`config.mk`:
```
export PLATFORM = sky130hd
export DESIGN_NAME = wav_pcm16_stream_parser_core
export DESIGN_NICKNAME = d
export VERILOG_FILES = /design/src/design/wavp_pkg.sv /design/src/design/wavp_parse.sv /design/src/design/wav_pcm16_stream_parser_core.sv
export SDC_FILE = /design/constraint.sdc
export NUM_CORES = 1
export LEC_CHECK = 0
export BUFFER_PORTS_ARGS = -buffer_cell sky130_fd_sc_hd__buf_2
export CAP_MARGIN = 20
export CORE_MARGIN = 5
export CORE_UTILIZATION = 35
export CTS_BUF_LIST = sky130_fd_sc_hd__clkbuf_4 sky130_fd_sc_hd__clkbuf_8
export DETAILED_ROUTE_END_ITERATION = 16
export PLACE_DENSITY = 0.59
export SETUP_SLACK_MARGIN = 0.4
export SLEW_MARGIN = 20
export SYNTH_ARGS = -nofsm -noshare
export SYNTH_HDL_FRONTEND = slang
export SYNTH_SLANG_ARGS = --single-unit
```
`constraint.sdc`:
```
create_clock -name i_clk -period 9.7 [get_ports i_clk]
set_clock_uncertainty 0.15 [all_clocks]
set_input_delay 1.94 -clock i_clk [delete_from_list [all_inputs] [get_ports i_clk]]
set_output_delay 1.94 -clock i_clk [all_outputs]
set_load 0.05 [all_outputs]
```
`src/design/wavp_pkg.sv`:
```
// Package for the WAV PCM16 stream parser: request types, chunk ids,
// error codes and configuration constants. No dependencies.
`timescale 1ns / 1ps

package wavp_pkg;

    localparam int CFG_IDX_W  = 1;
    localparam int CFG_DATA_W = 32;

    localparam logic [CFG_IDX_W-1:0] CFG_SAMPLE_RATE = 1'd0;
    localparam logic [CFG_IDX_W-1:0] CFG_CHANNELS    = 1'd1;

    localparam logic [31:0] RATE_RESET     = 32'd16000;
    localparam logic [15:0] CHANNELS_RESET = 16'd1;

    localparam logic [31:0] ID_RIFF = 32'h4646_4952;
    localparam logic [31:0] ID_WAVE = 32'h4556_4157;
    localparam logic [31:0] ID_FMT  = 32'h2074_6D66;
    localparam logic [31:0] ID_DATA = 32'h6174_6164;

    localparam logic [15:0] PCM_CODE  = 16'd1;
    localparam logic [15:0] NEED_BITS = 16'd16;
    localparam logic [31:0] FMT_MIN   = 32'd16;

    localparam logic OP_BYTE = 1'b0;
    localparam logic OP_EOF  = 1'b1;

    localparam logic [3:0] ERR_NONE      = 4'd0;
    localparam logic [3:0] ERR_RIFF      = 4'd1;
    localparam logic [3:0] ERR_WAVE      = 4'd2;
    localparam logic [3:0] ERR_FMT_SMALL = 4'd3;
    localparam logic [3:0] ERR_DATA_1ST  = 4'd4;
    localparam logic [3:0] ERR_NOT_PCM   = 4'd5;
    localparam logic [3:0] ERR_CHANNELS  = 4'd6;
    localparam logic [3:0] ERR_BITS      = 4'd7;
    localparam logic [3:0] ERR_RATE      = 4'd8;
    localparam logic [3:0] ERR_ODD_SIZE  = 4'd9;
    localparam logic [3:0] ERR_TRUNC     = 4'd10;

    typedef struct packed {
        logic       opcode;
        logic [7:0] data_byte;
    } t_in_req;

    typedef struct packed {
        logic signed [15:0] sample;
        logic               sample_valid;
        logic               finished;
        logic [3:0]         error_code;
    } t_out_req;

    typedef struct packed {
        logic     valid;
        t_out_req req;
    } t_parse_res;

endpackage

```
`src/design/wavp_parse.sv`:
```
// Byte-wise RIFF/WAVE chunk walker: parse state registers and the
// per-byte next-state and result logic. Depends on wavp_pkg.
`timescale 1ns / 1ps

module wavp_parse (
    input  logic                i_clk,
    input  logic                i_rst_n,
    input  logic                i_accept,
    input  wavp_pkg::t_in_req   i_in_req,
    input  logic [31:0]         i_exp_rate,
    input  logic [15:0]         i_exp_channels,
    output wavp_pkg::t_parse_res o_res
);

    typedef enum logic [3:0] {
        PH_RIFF, PH_RSIZE, PH_WAVE, PH_CHID, PH_CHSIZE, PH_FCODE, PH_FCHAN,
        PH_FRATE, PH_FBRATE, PH_FALIGN, PH_FBITS, PH_SKIP, PH_PAD, PH_DATA,
        PH_DONE, PH_ERR
    } t_phase;

    t_phase      r_phase, n_phase;
    logic [2:0]  r_idx, n_idx;
    logic [31:0] r_shift, n_shift;
    logic [31:0] r_chunk_id, n_chunk_id;
    logic [31:0] r_bytes_left, n_bytes_left;
    logic        r_odd, n_odd;
    logic [15:0] r_fcode, n_fcode;
    logic [15:0] r_chan, n_chan;
    logic [31:0] r_rate, n_rate;
    logic [15:0] r_bits, n_bits;
    logic        r_fmt_found, n_fmt_found;
    logic [7:0]  r_low, n_low;

    logic [31:0] w_value;
    logic [2:0]  w_idx_inc;
    logic        w_done2, w_done4;
    logic [7:0]  w_b;

    assign w_b       = i_in_req.data_byte;
    assign w_idx_inc = r_idx + 3'd1;
    assign w_done2   = (w_idx_inc >= 3'd2);
    assign w_done4   = (w_idx_inc >= 3'd4);

    always_comb begin
        case (r_idx[1:0])
            2'd0:    w_value = r_shift | {24'd0, w_b};
            2'd1:    w_value = r_shift | {16'd0, w_b, 8'd0};
            2'd2:    w_value = r_shift | {8'd0, w_b, 16'd0};
            default: w_value = r_shift | {w_b, 24'd0};
        endcase
    end

    always_comb begin
        n_phase      = r_phase;
        n_idx        = r_idx;
        n_shift      = r_shift;
        n_chunk_id   = r_chunk_id;
        n_bytes_left = r_bytes_left;
        n_odd        = r_odd;
        n_fcode      = r_fcode;
        n_chan       = r_chan;
        n_rate       = r_rate;
        n_bits       = r_bits;
        n_fmt_found  = r_fmt_found;
        n_low        = r_low;
        o_res        = '0;

        if (i_accept && r_phase != PH_DONE && r_phase != PH_ERR) begin
            if (i_in_req.opcode == wavp_pkg::OP_EOF) begin
                n_phase                = PH_ERR;
                o_res.valid            = 1'b1;
                o_res.req.error_code   = wavp_pkg::ERR_TRUNC;
            end else begin
                case (r_phase)
                    PH_RIFF, PH_RSIZE, PH_WAVE, PH_CHID, PH_CHSIZE, PH_FRATE,
                    PH_FBRATE: begin
                        n_shift = w_value;
                        n_idx   = w_idx_inc;
                        if (w_done4) begin
                            n_idx   = 3'd0;
                            n_shift = '0;
                            case (r_phase)
                                PH_RIFF: begin
                                    n_chunk_id = w_value;
                                    n_phase    = PH_RSIZE;
                                end
                                PH_RSIZE:  n_phase = PH_WAVE;
                                PH_WAVE: begin
                                    n_phase = PH_CHID;
                                    if (r_chunk_id != wavp_pkg::ID_RIFF) begin
                                        n_phase              = PH_ERR;
                                        o_res.valid          = 1'b1;
                                        o_res.req.error_code = wavp_pkg::ERR_RIFF;
                                    end else if (w_value != wavp_pkg::ID_WAVE) begin
                                        n_phase              = PH_ERR;
                                        o_res.valid          = 1'b1;
                                        o_res.req.error_code = wavp_pkg::ERR_WAVE;
                                    end
                                end
                                PH_CHID: begin
                                    n_chunk_id = w_value;
                                    n_phase    = PH_CHSIZE;
                                end
                                PH_FRATE: begin
                                    n_rate  = w_value;
                                    n_phase = PH_FBRATE;
                                end
                                PH_FBRATE: n_phase = PH_FALIGN;
                                default: begin
                                    // chunk size complete
                                    n_odd        = w_value[0];
                                    n_bytes_left = w_value;
                                    if (r_chunk_id == wavp_pkg::ID_FMT) begin
                                        n_bytes_left = w_value - wavp_pkg::FMT_MIN;
                                        n_phase      = PH_FCODE;
                                        if (w_value < wavp_pkg::FMT_MIN) begin
                                            n_phase              = PH_ERR;
                                            o_res.valid          = 1'b1;
                                            o_res.req.error_code =
                                                wavp_pkg::ERR_FMT_SMALL;
                                        end
                                    end else if (r_chunk_id == wavp_pkg::ID_DATA) begin
                                        n_phase     = PH_ERR;
                                        o_res.valid = 1'b1;
                                        if (!r_fmt_found)
                                            o_res.req.error_code =
                                                wavp_pkg::ERR_DATA_1ST;
                                        else if (r_fcode != wavp_pkg::PCM_CODE)
                                            o_res.req.error_code =
                                                wavp_pkg::ERR_NOT_PCM;
                                        else if (r_chan != i_exp_channels)
                                            o_res.req.error_code =
                                                wavp_pkg::ERR_CHANNELS;
                                        else if (r_bits != wavp_pkg::NEED_BITS)
                                            o_res.req.error_code = wavp_pkg::ERR_BITS;
                                        else if (r_rate != i_exp_rate)
                                            o_res.req.error_code = wavp_pkg::ERR_RATE;
                                        else if (w_value[0])
                                            o_res.req.error_code =
                                                wavp_pkg::ERR_ODD_SIZE;
                                        else if (w_value == '0) begin
                                            n_phase            = PH_DONE;
                                            o_res.req.finished = 1'b1;
                                        end else begin
                                            n_phase     = PH_DATA;
                                            o_res.valid = 1'b0;
                                        end
                                    end else if (w_value == '0) begin
                                        n_phase = PH_CHID;
                                    end else begin
                                        n_phase = PH_SKIP;
                                    end
                                end
                            endcase
                        end
                    end
                    PH_FCODE, PH_FCHAN, PH_FALIGN, PH_FBITS: begin
                        n_shift = w_value;
                        n_idx   = w_idx_inc;
                        if (w_done2) begin
                            n_idx   = 3'd0;
                            n_shift = '0;
                            case (r_phase)
                                PH_FCODE: begin
                                    n_fcode = w_value[15:0];
                                    n_phase = PH_FCHAN;
                                end
                                PH_FCHAN: begin
                                    n_chan  = w_value[15:0];
                                    n_phase = PH_FRATE;
                                end
                                PH_FALIGN: n_phase = PH_FBITS;
                                default: begin
                                    n_bits      = w_value[15:0];
                                    n_fmt_found = 1'b1;
                                    if (r_bytes_left != '0)
                                        n_phase = PH_SKIP;
                                    else
                                        n_phase = r_odd ? PH_PAD : PH_CHID;
                                end
                            endcase
                        end
                    end
                    PH_SKIP: begin
                        n_bytes_left = r_bytes_left - 32'd1;
                        if (r_bytes_left == 32'd1)
                            n_phase = r_odd ? PH_PAD : PH_CHID;
                    end
                    PH_PAD: n_phase = PH_CHID;
                    PH_DATA: begin
                        n_bytes_left = r_bytes_left - 32'd1;
                        if (r_idx == 3'd0) begin
                            n_low = w_b;
                            n_idx = 3'd1;
                        end else begin
                            n_idx                  = 3'd0;
                            o_res.valid            = 1'b1;
                            o_res.req.sample       = {w_b, r_low};
                            o_res.req.sample_valid = 1'b1;
                            if (r_bytes_left == 32'd1) begin
                                n_phase            = PH_DONE;
                                o_res.req.finished = 1'b1;
                            end
                        end
                    end
                    default: n_phase = r_phase;
                endcase
            end
        end
    end

    always_ff @(posedge i_clk) begin
        if (!i_rst_n) begin
            r_phase      <= PH_RIFF;
            r_idx        <= '0;
            r_shift      <= '0;
            r_chunk_id   <= '0;
            r_bytes_left <= '0;
            r_odd        <= 1'b0;
            r_fcode      <= '0;
            r_chan       <= '0;
            r_rate       <= '0;
            r_bits       <= '0;
            r_fmt_found  <= 1'b0;
            r_low        <= '0;
        end else begin
            r_phase      <= n_phase;
            r_idx        <= n_idx;
            r_shift      <= n_shift;
            r_chunk_id   <= n_chunk_id;
            r_bytes_left <= n_bytes_left;
            r_odd        <= n_odd;
            r_fcode      <= n_fcode;
            r_chan       <= n_chan;
            r_rate       <= n_rate;
            r_bits       <= n_bits;
            r_fmt_found  <= n_fmt_found;
            r_low        <= n_low;
        end
    end

endmodule

```
`src/design/wav_pcm16_stream_parser_core.sv`:
```
// Top level of the WAV PCM16 stream parser: handshake, configuration
// registers and the result register. Depends on wavp_pkg and wavp_parse.
//
//   channel   direction   signals                               payload
//   in        sink        i_in_valid / o_in_stall               i_in_req  (t_in_req)
//   out       source      o_out_valid / i_out_stall             o_out_req (t_out_req)
//   cfg       sink        i_cfg_we / i_cfg_index                i_cfg_data
//
// One byte request per cycle while the input does not stall; a byte's result, if
// any, is registered and shows on the next cycle from the result register.
// A synchronous low on i_rst_n restores the parser and the registers
// (rate 16000, one channel). The input stalls only while a result sits
// in the result register and the output side stalls.
`timescale 1ns / 1ps

module wav_pcm16_stream_parser_core (
    input  logic                                 i_clk,
    input  logic                                 i_rst_n,
    input  logic                                 i_in_valid,
    output logic                                 o_in_stall,
    input  wavp_pkg::t_in_req                    i_in_req,
    output logic                                 o_out_valid,
    input  logic                                 i_out_stall,
    output wavp_pkg::t_out_req                   o_out_req,
    input  logic                                 i_cfg_we,
    input  logic [wavp_pkg::CFG_IDX_W-1:0]       i_cfg_index,
    input  logic [wavp_pkg::CFG_DATA_W-1:0]      i_cfg_data
);

    logic [31:0]          r_exp_rate;
    logic [15:0]          r_exp_channels;
    logic                 r_out_valid;
    wavp_pkg::t_out_req   r_out_req;
    wavp_pkg::t_parse_res w_res;
    logic                 w_accept;

    assign o_in_stall  = r_out_valid && i_out_stall;
    assign w_accept    = i_in_valid && !o_in_stall;
    assign o_out_valid = r_out_valid;
    assign o_out_req   = r_out_req;

    wavp_parse u_parse (
        .i_clk          (i_clk),
        .i_rst_n        (i_rst_n),
        .i_accept       (w_accept),
        .i_in_req       (i_in_req),
        .i_exp_rate     (r_exp_rate),
        .i_exp_channels (r_exp_channels),
        .o_res          (w_res)
    );

    always_ff @(posedge i_clk) begin
        if (!i_rst_n) begin
            r_exp_rate     <= wavp_pkg::RATE_RESET;
            r_exp_channels <= wavp_pkg::CHANNELS_RESET;
        end else if (i_cfg_we) begin
            case (i_cfg_index)
                wavp_pkg::CFG_SAMPLE_RATE: r_exp_rate     <= i_cfg_data[31:0];
                wavp_pkg::CFG_CHANNELS:    r_exp_channels <= i_cfg_data[15:0];
                default:                   r_exp_rate     <= r_exp_rate;
            endcase
        end
    end

    always_ff @(posedge i_clk) begin
        if (!i_rst_n) begin
            r_out_valid <= 1'b0;
        end else if (!o_in_stall) begin
            r_out_valid <= w_accept && w_res.valid;
        end
    end

    always_ff @(posedge i_clk) begin
        if (!o_in_stall) begin
            r_out_req <= w_res.req;
        end
    end

endmodule
```
==> reports/qor.yml <==
critical_path:
  critPathMaxFanout: 25
  cp-end-kind: "primary output"
  cpMaxStageDelayCell: "nand2_2"
  r2r_end: "u_parse.r_phase[2]"
  crit_path_max_incr_delay_ns: 0.45
  cp.required_ns: 7.61
  worst-path-buf-inv: 3
  worst-path-stages: 4
  crit_top_cell: "buf_2"
  path_delay_family: "buffers and inverters"
  critPathArrivalTime_ns: 2.86
  start_kind: "input pin"
  regToRegStartpoint: "u_parse.r_idx[0]"
  path_cells: "buf_2 -> nand2_2 -> inv_1 -> buf_2"
  ff2ff_path_depth: 15
  path_class: "input pin to primary output"
  setup.worst_path.end: "o_in_stall"
  r2r_slack_ns: 5.31
  cp-startpoint: "i_out_stall"
floorplanning:
  start_util_pct: 35.6
  core_area_um2: 36800
  die-height_um: 203
  ios: 71
  die_w_um: 203
  placementRows: 70
  die_area_um2: 41400
cts:
  clockBufferDepth: 3
  insertion_delay_ns: 0.59
  cts_inserted_buffers: 47
  clk_pin_slew_ns: 0.06
  cts-htree-levels: 2
  cts_tree: "built"
  cts_hold_buf: 0
  postCtsSetupBuffers: 0
  cts.sinks: 264
  cts_root_buf: "clkbuf_8"
  post_cts_resize_count: 0
synthesis:
  synth-main-ff-cell: "dfxtp_1"
  async_flop_share_pct: 0
  netlist_area_um2: 13100
  postSynthAreaPerCell_um2: 7.89
  ys_seq_area_share_pct: 42.1
  synth_edf_count: 22
  yosys_warnings: 0
  synth_area_leaders: "dfxtp_1 (37%), nor2_1 (7.5%), nand2_1 (6.5%)"
  yosysTopAreaCellShare_pct: 37.0
  synth_top_cell_by_area: "dfxtp_1"
  synth_nets: 1716
  postSynthCellCount: 1658
  ys_ff_latch: 264
  yosysUniqueCellTypes: 72
routing:
  wl_per_cell_um: 19.5
  antenna_left: 0
  vias: 12213
  drc: 0
  drt-initial-drc-count: 1111
  wl_um: 42900
  first_pass_iters: 6
  viasPerCell: 5.54
global_routing:
  grt_pass1_wl_um: 67000
  grt_pass1_vias: 11535
  gr-usage-all-layers_pct: 20.1
  overflow: 0
  antenna_found_initial: 0
  grt_max_degree: 128
pwr:
  pwr-share-comb_pct: 13.6
  powerDensity_nw_per_um2: 177
  sw_frac_of_total_pct: 29.1
  p_int_mw: 1.87
  power.leakage_nw: 6.15
  sequentialPowerShare_pct: 43.6
  power_frac_clock_pct: 42.8
  ir_drop_uv: 122
  p_switching_mw: 0.766
timing:
  slew_headroom_pct: 27.8
  finalCriticalPeriod_ns: 4.95
  max_freq_mhz: 202
  post-route-period-util_pct: 51.0
  setup_tns_ns: 0
  rsz0062_at_grt: "no"
  hold_viol: 0
  worstMarginPinSlew_ns: 1.08
  maxSlewViolCount: 0
  worst_hold_slack_ns: 0.303
  finalSetupViolCount: 0
status:
  outcome: "complete, no violations"
cells_and_area:
  area.growth.synth_to_final_pct: 14.0
  drive_above_1_share_pct: 12.4
  diodes: 0
  nNetsFinal: 1759
place:
  place_hpwl_um: 29200
  port_buffers: 70
  place_congestion: 0.936
worst_hold_path:
  hp-class: "register to register"
run:
  cap_violations: 0
[power by group through the flow]
| stage | Sequential, mW | Combinational (mW) | Clock (mW) |
|---|---|---|---|
| 4_1_cts | 1.15 | 0.353 | 1.16 |
| 5_1_grt | 1.15 | 0.384 | 1.21 |
| 3_3_place_gp | 1.17 | 0.351 | 0 |
| 2_1_floorplan | 1.17 | 0.221 | 0 |
| 6_report | 1.15 | 0.358 | 1.13 |
| 3_5_place_dp | 1.17 | 0.351 | 0 |
[stage by stage]
step           util [%]  instances  total power [mW]  setup WS (ns)  area [um2]
4_1_cts            40.5       2204              2.66           4.33       14900
3_3_place_gp       37.6       2120              1.52           4.14       13800
5_1_grt            40.6       2204              2.74           4.65       14900
3_5_place_dp       37.6       2120              1.52           4.08       13800
6_report           40.6       2204              2.63           4.75       14900
2_1_floorplan         -       1658              1.39           4.69       13100
[kinds of logic after synthesis]
kind of cell | synth area share [%]
and+or+nand+nor | 28.3
AOI/OAI and AO/OA | 16.5
DFF | 42.1
buffers and inverters | 4.40
xor gates and xnor gates | 5.09
muxes | 2.60
adders and majority gates | 1.05
[final cells by class]
cell class | instances | area (um2)
Clock buffer | 75 | 976
Clock inverter | 9 | 82.6
Fill cell | 3830 | 21900
Inverter | 34 | 133
Multi-Input combinational cell | 1253 | 7050
Sequential cell | 264 | 5510
Tap cell | 468 | 586
Timing Repair Buffer | 101 | 583
[sequential cells by signal (all words and copies together), names as in the netlist]
name	count
u_parse.r_chunk_id	32
u_parse.r_bytes_left	32
r_exp_channels	16
u_parse.r_fcode	16
o_out_req	22
u_parse.r_bits	16
r_exp_rate	32
u_parse.r_chan	16
u_parse.r_fmt_found	1
u_parse.r_low	8
u_parse.r_shift	32
u_parse.r_odd	1
u_parse.r_phase	4
o_out_valid	1
u_parse.r_idx	3
u_parse.r_rate	32
[worst reg2reg max path, delay by kind of cell (launching register included)]
family / cells / cell delay (ns)
adder cells (fa/ha/maj): 2 / 0.62
AND/OR/NAND/NOR: 6 / 1.42
buffers and inverters: 3 / 0.61
flip-flops: 1 / 0.43
AO/OA/AOI/OAI: 4 / 0.99
[worst min-delay path by stage]
stage | startpoint | endpoint | slack (ns) | depth (start not counted)
global placement | u_parse.r_low[4] | u_parse.r_low[4] | 0.29 | 2
detailed placement | u_parse.r_low[1] | u_parse.r_low[1] | 0.30 | 2
CTS | u_parse.r_low[1] | u_parse.r_low[1] | 0.30 | 2
floorplan | u_parse.r_low[0] | u_parse.r_low[0] | 0.28 | 2
global route | u_parse.r_low[1] | u_parse.r_low[1] | 0.32 | 2
finish | u_parse.r_low[1] | u_parse.r_low[1] | 0.30 | 2
[Yosys cell counts (all sizes together), types with 9 or more instances]
| library cell | number |
|---|---|
| inv | 34 |
| nand3 | 50 |
| nand2b | 10 |
| xnor2 | 15 |
| xor2 | 61 |
| nor2 | 261 |
| clkbuf | 84 |
| nor3 | 71 |
| buf | 23 |
| a21oi | 151 |
| o21ai | 51 |
| ha | 11 |
| mux2i | 34 |
| o22ai | 11 |
| a31oi | 9 |
| nand3b | 20 |
| a22oi | 38 |
| o31ai | 14 |
| nor2b | 9 |
| edfxtp | 22 |
| nand4 | 23 |
| nor4 | 40 |
| nand2 | 227 |
| and2 | 25 |
| dfxtp | 242 |
| or3 | 11 |
| a211oi | 24 |
[cells in the final DEF, fill, tap and decap left out, types with 11 or more instances in the layout]
cell and instances:
and2_1 25, o31ai_1 14, buf_4 31, nand3b_1 20, nor4_1 33, a211oi_1 23, nand2_1 226, nand3_1 48
ha_1 11, nand4_1 22, nor2_1 260, a22oi_1 38, edfxtp_1 22, clkbuf_8 66, nor3_1 67, o22ai_1 11
buf_2 70, inv_1 33, xor2_1 61, dfxtp_1 242, a21oi_1 150, mux2i_1 34, o21ai_0 49, xnor2_1 15
[metal layers]
metal  global-route usage (%)  vias up  wire length (um)
met3                     2.73       79              2360
li1                         -     5897                 -
met2                     31.6      403             19300
met1                     28.5     5834             19900
met4                     6.53        0              1270
met5                        0        -                 0
No activity file was read; power rests on OpenSTA's default activity.
